## src/rtl/core/sosc_pkg.sv

```systemverilog
// shared types and constants for the segmented odd prime sieve count core
// no dependencies
package sosc_pkg;
    localparam int MAX_LIMIT = 1048576;
    localparam int MAX_PARTS = 64;

    localparam logic [1:0] ST_OK        = 2'd0;
    localparam logic [1:0] ST_BAD_LIMIT = 2'd1;
    localparam logic [1:0] ST_TOO_MANY  = 2'd2;
    localparam logic [1:0] ST_BAD_INDEX = 2'd3;

    localparam logic CFG_PART_COUNT = 1'b0;
    localparam logic CFG_PART_INDEX = 1'b1;

    // controller to datapath commands
    typedef struct packed {
        logic load;       // capture limit and config, start square root
        logic div_start;  // start divider
        logic [2:0] div_op;
        logic sqrt_step;
        logic clr;        // clear both stores at addr
        logic small_init; // q = 3
        logic small_rd;
        logic small_mark;
        logic small_next;
        logic big_init;
        logic big_start;  // s = q*q
        logic big_mark;
        logic cnt_init;
        logic cnt_step;
        logic ptr_clr;
        logic ptr_inc;
        logic calc;       // first mark position from s, made odd
    } sosc_cmd_t;

    typedef struct packed {
        logic div_done;
        logic ptr_end_clr;
        logic q2_over_r;  // small loop q*q > r
        logic q_over_r;
        logic small_marked;
        logic k_end_small;
        logic k_end_big;
        logic ptr_end_cnt;
        logic bad_limit;
        logic bad_index;
        logic bad_count;
        logic bad_share;
        logic sqrt_done;
        logic s_below_low; // q*q below the share base
    } sosc_sts_t;

    localparam logic [2:0] DOP_M_PC  = 3'd0; // m / pc
    localparam logic [2:0] DOP_LO    = 3'd1; // pi*m / pc
    localparam logic [2:0] DOP_HI    = 3'd2; // (pi+1)*m / pc
    localparam logic [2:0] DOP_CEIL  = 3'd3; // (low+q-1) / q
endpackage

```

## src/rtl/core/sosc_ctrl.sv

```systemverilog
// controller state machine sequencing checks, clearing, sieving and counting
// depends on sosc_pkg
module sosc_ctrl (
    input  logic                clk,
    input  logic                rst_n,
    input  logic                start,
    output logic                busy,
    input  sosc_pkg::sosc_sts_t sts,
    output sosc_pkg::sosc_cmd_t cmd,
    output logic                done,
    output logic [1:0]          status
);
    localparam logic [4:0] S_IDLE  = 5'd0;
    localparam logic [4:0] S_SQRT  = 5'd1;
    localparam logic [4:0] S_CHK   = 5'd2;
    localparam logic [4:0] S_DMP   = 5'd3;
    localparam logic [4:0] S_CHK2  = 5'd4;
    localparam logic [4:0] S_DLO   = 5'd5;
    localparam logic [4:0] S_DHI   = 5'd6;
    localparam logic [4:0] S_CLR   = 5'd7;
    localparam logic [4:0] S_SQ    = 5'd8;
    localparam logic [4:0] S_SRD   = 5'd9;
    localparam logic [4:0] S_STST  = 5'd10;
    localparam logic [4:0] S_SMARK = 5'd11;
    localparam logic [4:0] S_BQ    = 5'd12;
    localparam logic [4:0] S_BRD   = 5'd13;
    localparam logic [4:0] S_BTST  = 5'd14;
    localparam logic [4:0] S_BST   = 5'd15;
    localparam logic [4:0] S_BDIV  = 5'd16;
    localparam logic [4:0] S_BMARK = 5'd17;
    localparam logic [4:0] S_CNT0  = 5'd18;
    localparam logic [4:0] S_CRD   = 5'd19;
    localparam logic [4:0] S_CNT   = 5'd20;
    localparam logic [4:0] S_DONE  = 5'd21;
    localparam logic [4:0] S_ERR   = 5'd22;
    localparam logic [4:0] S_BCK   = 5'd23;

    logic [4:0] state_reg, state_next;
    logic [1:0] st_reg, st_next;
    logic       div_go_reg, div_go_next;

    always_comb
    begin
        state_next = state_reg;
        st_next = st_reg;
        div_go_next = 1'b0;
        cmd = '0;
        case (state_reg)
            S_IDLE:
                if (start)
                begin
                    cmd.load = 1'b1;
                    state_next = S_SQRT;
                end
            S_SQRT:
            begin
                cmd.sqrt_step = 1'b1;
                if (sts.sqrt_done)
                begin
                    cmd.sqrt_step = 1'b0;
                    state_next = S_CHK;
                end
            end
            S_CHK:
            begin
                if (sts.bad_limit)
                begin
                    st_next = sosc_pkg::ST_BAD_LIMIT;
                    state_next = S_ERR;
                end
                else if (sts.bad_index)
                begin
                    st_next = sosc_pkg::ST_BAD_INDEX;
                    state_next = S_ERR;
                end
                else if (sts.bad_count)
                begin
                    st_next = sosc_pkg::ST_TOO_MANY;
                    state_next = S_ERR;
                end
                else
                begin
                    cmd.div_op = sosc_pkg::DOP_M_PC;
                    cmd.div_start = 1'b1;
                    state_next = S_DMP;
                end
            end
            S_DMP:
            begin
                cmd.div_op = sosc_pkg::DOP_M_PC;
                if (sts.div_done)
                    state_next = S_CHK2;
            end
            S_CHK2:
            begin
                if (sts.bad_share)
                begin
                    st_next = sosc_pkg::ST_TOO_MANY;
                    state_next = S_ERR;
                end
                else
                begin
                    cmd.div_op = sosc_pkg::DOP_LO;
                    cmd.div_start = 1'b1;
                    state_next = S_DLO;
                end
            end
            S_DLO:
            begin
                cmd.div_op = sosc_pkg::DOP_LO;
                if (sts.div_done)
                    div_go_next = 1'b1;
                if (div_go_reg)
                begin
                    cmd.div_op = sosc_pkg::DOP_HI;
                    cmd.div_start = 1'b1;
                    state_next = S_DHI;
                end
            end
            S_DHI:
            begin
                cmd.div_op = sosc_pkg::DOP_HI;
                if (sts.div_done)
                begin
                    cmd.ptr_clr = 1'b1;
                    state_next = S_CLR;
                end
            end
            S_CLR:
            begin
                cmd.clr = 1'b1;
                cmd.ptr_inc = 1'b1;
                if (sts.ptr_end_clr)
                begin
                    cmd.small_init = 1'b1;
                    state_next = S_SQ;
                end
            end
            S_SQ:
                if (sts.q2_over_r)
                begin
                    cmd.big_init = 1'b1;
                    state_next = S_BQ;
                end
                else
                    state_next = S_SRD;
            S_SRD:
            begin
                cmd.small_rd = 1'b1;
                state_next = S_STST;
            end
            S_STST:
                if (sts.small_marked)
                begin
                    cmd.small_next = 1'b1;
                    state_next = S_SQ;
                end
                else
                    state_next = S_SMARK;
            S_SMARK:
                if (sts.k_end_small)
                begin
                    cmd.small_next = 1'b1;
                    state_next = S_SQ;
                end
                else
                    cmd.small_mark = 1'b1;
            S_BQ:
                if (sts.q_over_r)
                begin
                    cmd.cnt_init = 1'b1;
                    cmd.ptr_clr = 1'b1;
                    state_next = S_CRD;
                end
                else
                    state_next = S_BRD;
            S_BRD:
                state_next = S_BTST;
            S_BTST:
                if (sts.small_marked)
                begin
                    cmd.small_next = 1'b1;
                    state_next = S_BQ;
                end
                else
                begin
                    cmd.big_start = 1'b1;
                    state_next = S_BST;
                end
            S_BST:
            begin
                // q*q against low, else ceil division
                if (sts.s_below_low)
                begin
                    cmd.div_op = sosc_pkg::DOP_CEIL;
                    cmd.div_start = 1'b1;
                    state_next = S_BDIV;
                end
                else
                begin
                    cmd.calc = 1'b1;
                    state_next = S_BMARK;
                end
            end
            S_BDIV:
            begin
                cmd.div_op = sosc_pkg::DOP_CEIL;
                if (sts.div_done)
                    state_next = S_BCK;
            end
            S_BCK:
            begin
                cmd.calc = 1'b1;
                state_next = S_BMARK;
            end
            S_BMARK:
                if (sts.k_end_big)
                begin
                    cmd.small_next = 1'b1;
                    state_next = S_BQ;
                end
                else
                    cmd.big_mark = 1'b1;
            S_CRD:
                if (sts.ptr_end_cnt)
                    state_next = S_DONE;
                else
                    state_next = S_CNT;
            S_CNT:
            begin
                cmd.cnt_step = 1'b1;
                cmd.ptr_inc = 1'b1;
                state_next = S_CRD;
            end
            S_DONE:
            begin
                st_next = sosc_pkg::ST_OK;
                state_next = S_IDLE;
            end
            S_ERR:
                state_next = S_IDLE;
            default:
                state_next = S_IDLE;
        endcase
    end

    always_ff @(posedge clk or negedge rst_n)
    begin
        if (!rst_n)
        begin
            state_reg <= S_IDLE;
            st_reg <= sosc_pkg::ST_OK;
            div_go_reg <= 1'b0;
        end
        else
        begin
            state_reg <= state_next;
            st_reg <= st_next;
            div_go_reg <= div_go_next;
        end
    end

    assign busy = (state_reg != S_IDLE);
    assign done = (state_reg == S_DONE) || (state_reg == S_ERR);
    assign status = (state_reg == S_DONE) ? sosc_pkg::ST_OK : st_reg;
endmodule

```

## config.mk

```make
export PLATFORM = sky130hd
export DESIGN_NAME = sosc_ctrl
export DESIGN_NICKNAME = d
export VERILOG_FILES = /design/src/rtl/core/sosc_pkg.sv /design/src/rtl/core/sosc_ctrl.sv
export SDC_FILE = /design/constraint.sdc
export NUM_CORES = 1
export LEC_CHECK = 0
export BUFFER_PORTS_ARGS = -buffer_cell sky130_fd_sc_hd__buf_4
export CORE_MARGIN = 4
export CORE_UTILIZATION = 45
export DETAILED_ROUTE_END_ITERATION = 7
export PLACE_DENSITY = 0.76
export REMOVE_ABC_BUFFERS = 1
export SETUP_SLACK_MARGIN = 0.1
export SKIP_LAST_GASP = 1
export SLEW_MARGIN = 20
export SYNTH_ARGS = -nofsm -noshare
export SYNTH_HDL_FRONTEND = slang
export SYNTH_SLANG_ARGS = --single-unit
```

## constraint.sdc

```tcl
create_clock -name clk -period 2.12 [get_ports clk]
set_clock_uncertainty 0.05 [all_clocks]
set_input_delay 0.212 -clock clk [delete_from_list [all_inputs] [get_ports clk]]
set_output_delay 0.212 -clock clk [all_outputs]
set_load 0.1 [all_outputs]
```

# ---- Yosys cells after proc, flatten, opt, wreduce, memory -nomap -nowiden
# Index checks and enable logic that the tools add are counted.
# W data, S select, Z words.
dict set report totals {
  output_inout_bits 23
  reg_bits 8
  in_bits 17
  wordCells 106
}
dict set report classes {
  eq_ne 33
  reduce_logical 8
  n_mux 62
}
# operator count
set op_table {}
lappend op_table {{$pmux W5 S21} 1}
lappend op_table {{$mux W5} 14}
lappend op_table {{$eq A5 B4 Y1 const B} 8}
lappend op_table {{$eq A5 B5 Y1 const B} 7}
lappend op_table {{$mux W1} 26}
lappend op_table {{$mux W4} 6}
lappend op_table {{$eq A5 B3 Y1 const B} 4}
lappend op_table {{$ne A2 B2 Y1 const B} 10}
lappend op_table {{$pmux W3 S6} 1}
lappend op_table {{$mux W2} 8}
lappend op_table {{$eq A5 B2 Y1 const B} 2}
lappend op_table {{$reduce_and A9 Y1} 1}
lappend op_table {{$pmux W2 S3} 1}
lappend op_table {{$eq A5 B1 Y1 const B} 1}
lappend op_table {{$logic_not A5 Y1} 1}
lappend op_table {{$reduce_bool A5 Y1} 1}
lappend op_table {{$ne A4 B4 Y1 const B} 1}
lappend op_table {{$pmux W1 S2} 2}
lappend op_table {{$pmux W1 S4} 1}
lappend op_table {{$reduce_or A2 Y1} 2}
lappend op_table {{$mux W3} 1}
lappend op_table {{$pmux W1 S3} 1}
lappend op_table {{$reduce_and A3 Y1} 1}
lappend op_table {{$reduce_bool A3 Y1} 1}
lappend op_table {{$logic_or A1 B1 Y1} 1}

# ---- Depth between registers and ports, before layout
dict set report depth {
  ltp_word 4
  mapped_depth 7
  ltp_nobuf 5
}

# ---- Worst setup path after synthesis
# No wires, ideal clock.
dict set report synth_timing {
  path_type {register to output}
  from {register state_reg[0]}
  to {output port cmd[7] (netlist name)}
  arrival_time_ps 3709
  n_path_buf 2
  required_ps 1858
  stages_incl_launch_ff 5
  slack_ps -1851
  path_cell_list {dfrtp_1 buf_2 or2_2 clkbuf_1 nor4_1}
}
# element line_no
set synth_rtl {}
lappend synth_rtl {{from (decl)} sosc_ctrl.sv:38} ;# logic [4:0] state_reg, state_next;
lappend synth_rtl {{from (signal assigned)} sosc_ctrl.sv:257} ;# state_reg <= state_next;
lappend synth_rtl {{to (decl)} sosc_ctrl.sv:9} ;# output sosc_pkg::sosc_cmd_t cmd,

==> results.txt <==
The flow ran to the end, but the final reports show violations. The checks that failed: negative setup slack. The clock buffer count from CTS was 3; the number of DRC markers after the initial detailed-route iteration was 116.

The worst hold path passes through 3 cells. For the pin with the worst max-slew slack, the measured transition is 0.5694 ns. The number of levels the H-tree was split into is 1, and the total global routing overflow is 0. For the max-slew violation count, the log shows 0. Setup repair after global routing could not meet its margin everywhere.

The tools report the later-pin clock latency in the skew report as 0.26 ns. The logs give 0.06581 ns for the setup slack at placement and 47 for the number of distinct library cells after synthesis. The nature of the critical path endpoint is a primary output. The first global-routing pass estimated 6472 µm of wire. The cell depth of the worst flop-to-flop path is 6, and the number of global-route vias before repair is 1,382. The share of layout cells above drive strength 1 was 0.4151.

For the utilization after layout, the log shows 0.7812. The share of flip-flops with an asynchronous set or reset came out at 1.000. Detailed placement ended at an HPWL of 2810 µm.

The kind of critical path is register to primary output. The DRC violations left was 0; the highest net fanout along the worst path was 3. The number of antenna-violating nets in the routed design was 0; the number of inserted diodes was 0. TritonCTS built the clock tree. The class of the tightest hold or removal check is input pin to register. The post-synthesis sequential area ratio is 0.1796, and the number of instances in the synthesized netlist is 163. The initial core utilization is 0.4898. The synthesized netlist occupies a cell area of 1115 µm². The minimum clock period was 2.172 ns; the number of antenna violations at the first check in global routing was 0. The critical path runs through a total of 5 cells. The tree built by TritonCTS fans out to 8 sinks. The placeable core area was 2276 µm². The final count of hold timing violations was 0; the die outline area was 3338 µm².

The number of flops mapped to enable cells by yosys is 0, and the via total after detailed routing is 1,519. In the routed layout, each cell is associated on average with a via count of 6.329. The final layout contains 231 nets. The stage delay of the slowest cell on the critical path is 0.40 ns, and the filler cell count is 164.

Entering global routing, the biggest net connects 25 pins. On the critical path the largest part of the delay comes from simple AND/OR/NAND/NOR gates. Root buffer cell: sky130_fd_sc_hd__clkbuf_4. The vertical die dimension is 57.78 µm, and the number of flip-flops in the largest register is 5.

The aggregate negative setup slack was -0.05762 ns; the total wire length after detailed routing was 4624 µm. Across the run, the number of max-cap violations was 0. The worst setup path is launched from a register.

The die width is 57.78 µm, and the clock edge transition at the registers on the reported setup and hold paths is 0.06 ns. The post-layout worst setup margin was -0.05199 ns; the detail-routed net length per standard cell was 19.27 µm. The synthesized area per cell is 6.839 µm², and the number of buffers and inverters on the critical path is 1. The run gives 0.4604 GHz as the maximum frequency from static timing analysis. The first-pass iteration count of the detailed router is 5, and the maximum buffer depth of the clock tree is 2. From synthesis to final layout, the design area changed by 59.48%. Synthesis inferred 8 register bits. Input and output buffers added on the ports amount to 38. Setup violations remaining at the end of the flow were counted as 2.

On the critical path, the stage with the largest delay is an instance of sky130_fd_sc_hd__dfrtp_1. The arrival time at the worst endpoint is 1.91 ns. The tools report the required time of the critical path as 1.86 ns. The total track usage came out at 0.2438. The portion of the clock cycle consumed by the worst path in the final layout was 1.025; the weighted congestion at the end of routability-driven global placement was 0.8919.

During synthesis, Yosys emitted a total of 0 warnings. The run gives 40 as the number of top-level pins. The relative slew slack is 0.6106. The leading register cell type out of synthesis was sky130_fd_sc_hd__dfrtp_1. Row generation in the floorplan step produced 17 rows.

The signal on the critical path passes through or3b_4, or3_4, a21bo_4, nand2b_4, buf_12.
==> Yosys cell counts (all sizes together), types with 3 or more instances <==
| master | number | area share |
|---|---|---|
| o22ai | 3 | 0.017 |
| o32a | 3 | 0.027 |
| a21oi | 9 | 0.040 |
| nand2b | 6 | 0.036 |
| a31oi | 3 | 0.017 |
| clkbuf | 6 | 0.020 |
| and3 | 3 | 0.021 |
| nand3b | 3 | 0.020 |
| mux2i | 3 | 0.027 |
| nor2 | 15 | 0.051 |
| buf | 8 | 0.035 |
| nand2 | 11 | 0.037 |
| dfrtp | 8 | 0.18 |
| nand3 | 8 | 0.036 |
| inv | 7 | 0.024 |
| mux2 | 3 | 0.037 |
| nor3 | 10 | 0.045 |
| o21ai | 10 | 0.045 |
| nor2b | 10 | 0.056 |
| a22oi | 4 | 0.027 |
==> stage by stage <==
step | hold slack (ns) | cell area [µm²] | cells
global route | 0.1770 | 1778 | 240
CTS | 0.1694 | 1620 | 233
global placement | -0.01804 | 1481 | 226
detailed placement | -0.01190 | 1481 | 226
finish | 0.1837 | 1778 | 240
floorplan | -0.1336 | 1054 | 149
==> final cells by class <==
type / count / area (µm²) / area share
inverters: 8 / 35.03 / 0.01970
well taps: 28 / 35.03 / 0.01970
flip-flops and latches: 8 / 200.2 / 0.1126
multi-input cells: 133 / 900.9 / 0.5067
repair buffers: 60 / 584.3 / 0.3286
clock buffers: 3 / 22.52 / 0.01267
==> worst register-to-register path, cell delays in order, from the launching register on <==
cell	delay (ns)
sky130_fd_sc_hd__dfrtp_1	0.35
sky130_fd_sc_hd__buf_4	0.28
sky130_fd_sc_hd__nand2b_4	0.12
sky130_fd_sc_hd__or4_4	0.51
sky130_fd_sc_hd__and3_4	0.18
sky130_fd_sc_hd__and2_4	0.15
sky130_fd_sc_hd__mux2_4	0.29
==> repair_timing <==
action,CTS,global route
gates resized for setup,22,20
pin swaps,3,3
cloned,0,1
hold buffers,1,0
hold endpoints to repair,8,0
setup endpoints to repair,7,12
setup buffers,3,6
==> cell families (layout without fill, tap and decap cells) <==
kind of cell           Yosys count  count (layout)  synth area share
multiplexers                     6               6           0.06397
AO/OA/AOI/OAI                   48              48            0.2884
flip-flops                       8               8            0.1796
AND/OR/NAND/NOR                 77              77            0.3749
other                            1               1          0.003364
XOR/XNOR                         1               1          0.007858
buffers and inverters           22              71           0.08193
==> metal layers <==
| layer | vias to the layer above | global-route usage | part of all wire |
|---|---|---|---|
| li1 | 687 | - | - |
| met5 | - | 0 | 0 |
| met2 | 118 | 0.4000 | 0.46 |
| met3 | 24 | 0.02227 | 0.092 |
| met1 | 690 | 0.3226 | 0.40 |
| met4 | 0 | 0.1093 | 0.042 |
==> final timing paths <==
path | startpoint | to | slack (ns)
setup / recovery | state_reg[4] | cmd[17] | -0.05
hold / removal | sts[13] | div_go_reg | 0.18
setup reg to reg | state_reg[3] | state_reg[1] | 0.07
hold reg to reg | st_reg[1] | st_reg[1] | 0.50
max in group asynchronous | rst_n | state_reg[0] | 1.63
min in group asynchronous | rst_n | state_reg[2] | 0.26
==> cells in the final DEF, fill, tap and decap left out, types with 3 or more instances in the layout <==
cell and n:
sky130_fd_sc_hd__inv_1 5, sky130_fd_sc_hd__nand3_1 8, sky130_fd_sc_hd__buf_6 5, sky130_fd_sc_hd__a31oi_1 3, sky130_fd_sc_hd__o21ai_0 10, sky130_fd_sc_hd__nand2b_1 4
sky130_fd_sc_hd__dfrtp_1 8, sky130_fd_sc_hd__nand3b_1 3, sky130_fd_sc_hd__nor2_1 13, sky130_fd_sc_hd__nand2_1 11, sky130_fd_sc_hd__o22ai_1 3, sky130_fd_sc_hd__a21oi_1 9
sky130_fd_sc_hd__buf_12 6, sky130_fd_sc_hd__buf_4 44, sky130_fd_sc_hd__nor3_1 6, sky130_fd_sc_hd__nor3_2 3, sky130_fd_sc_hd__clkbuf_4 3, sky130_fd_sc_hd__nor2b_1 8
sky130_fd_sc_hd__o32a_1 3, sky130_fd_sc_hd__mux2i_1 3, sky130_fd_sc_hd__a22oi_1 4
Power is not shown: default switching activity piles up to over one toggle a cycle in this logic, so the estimate is an artifact.
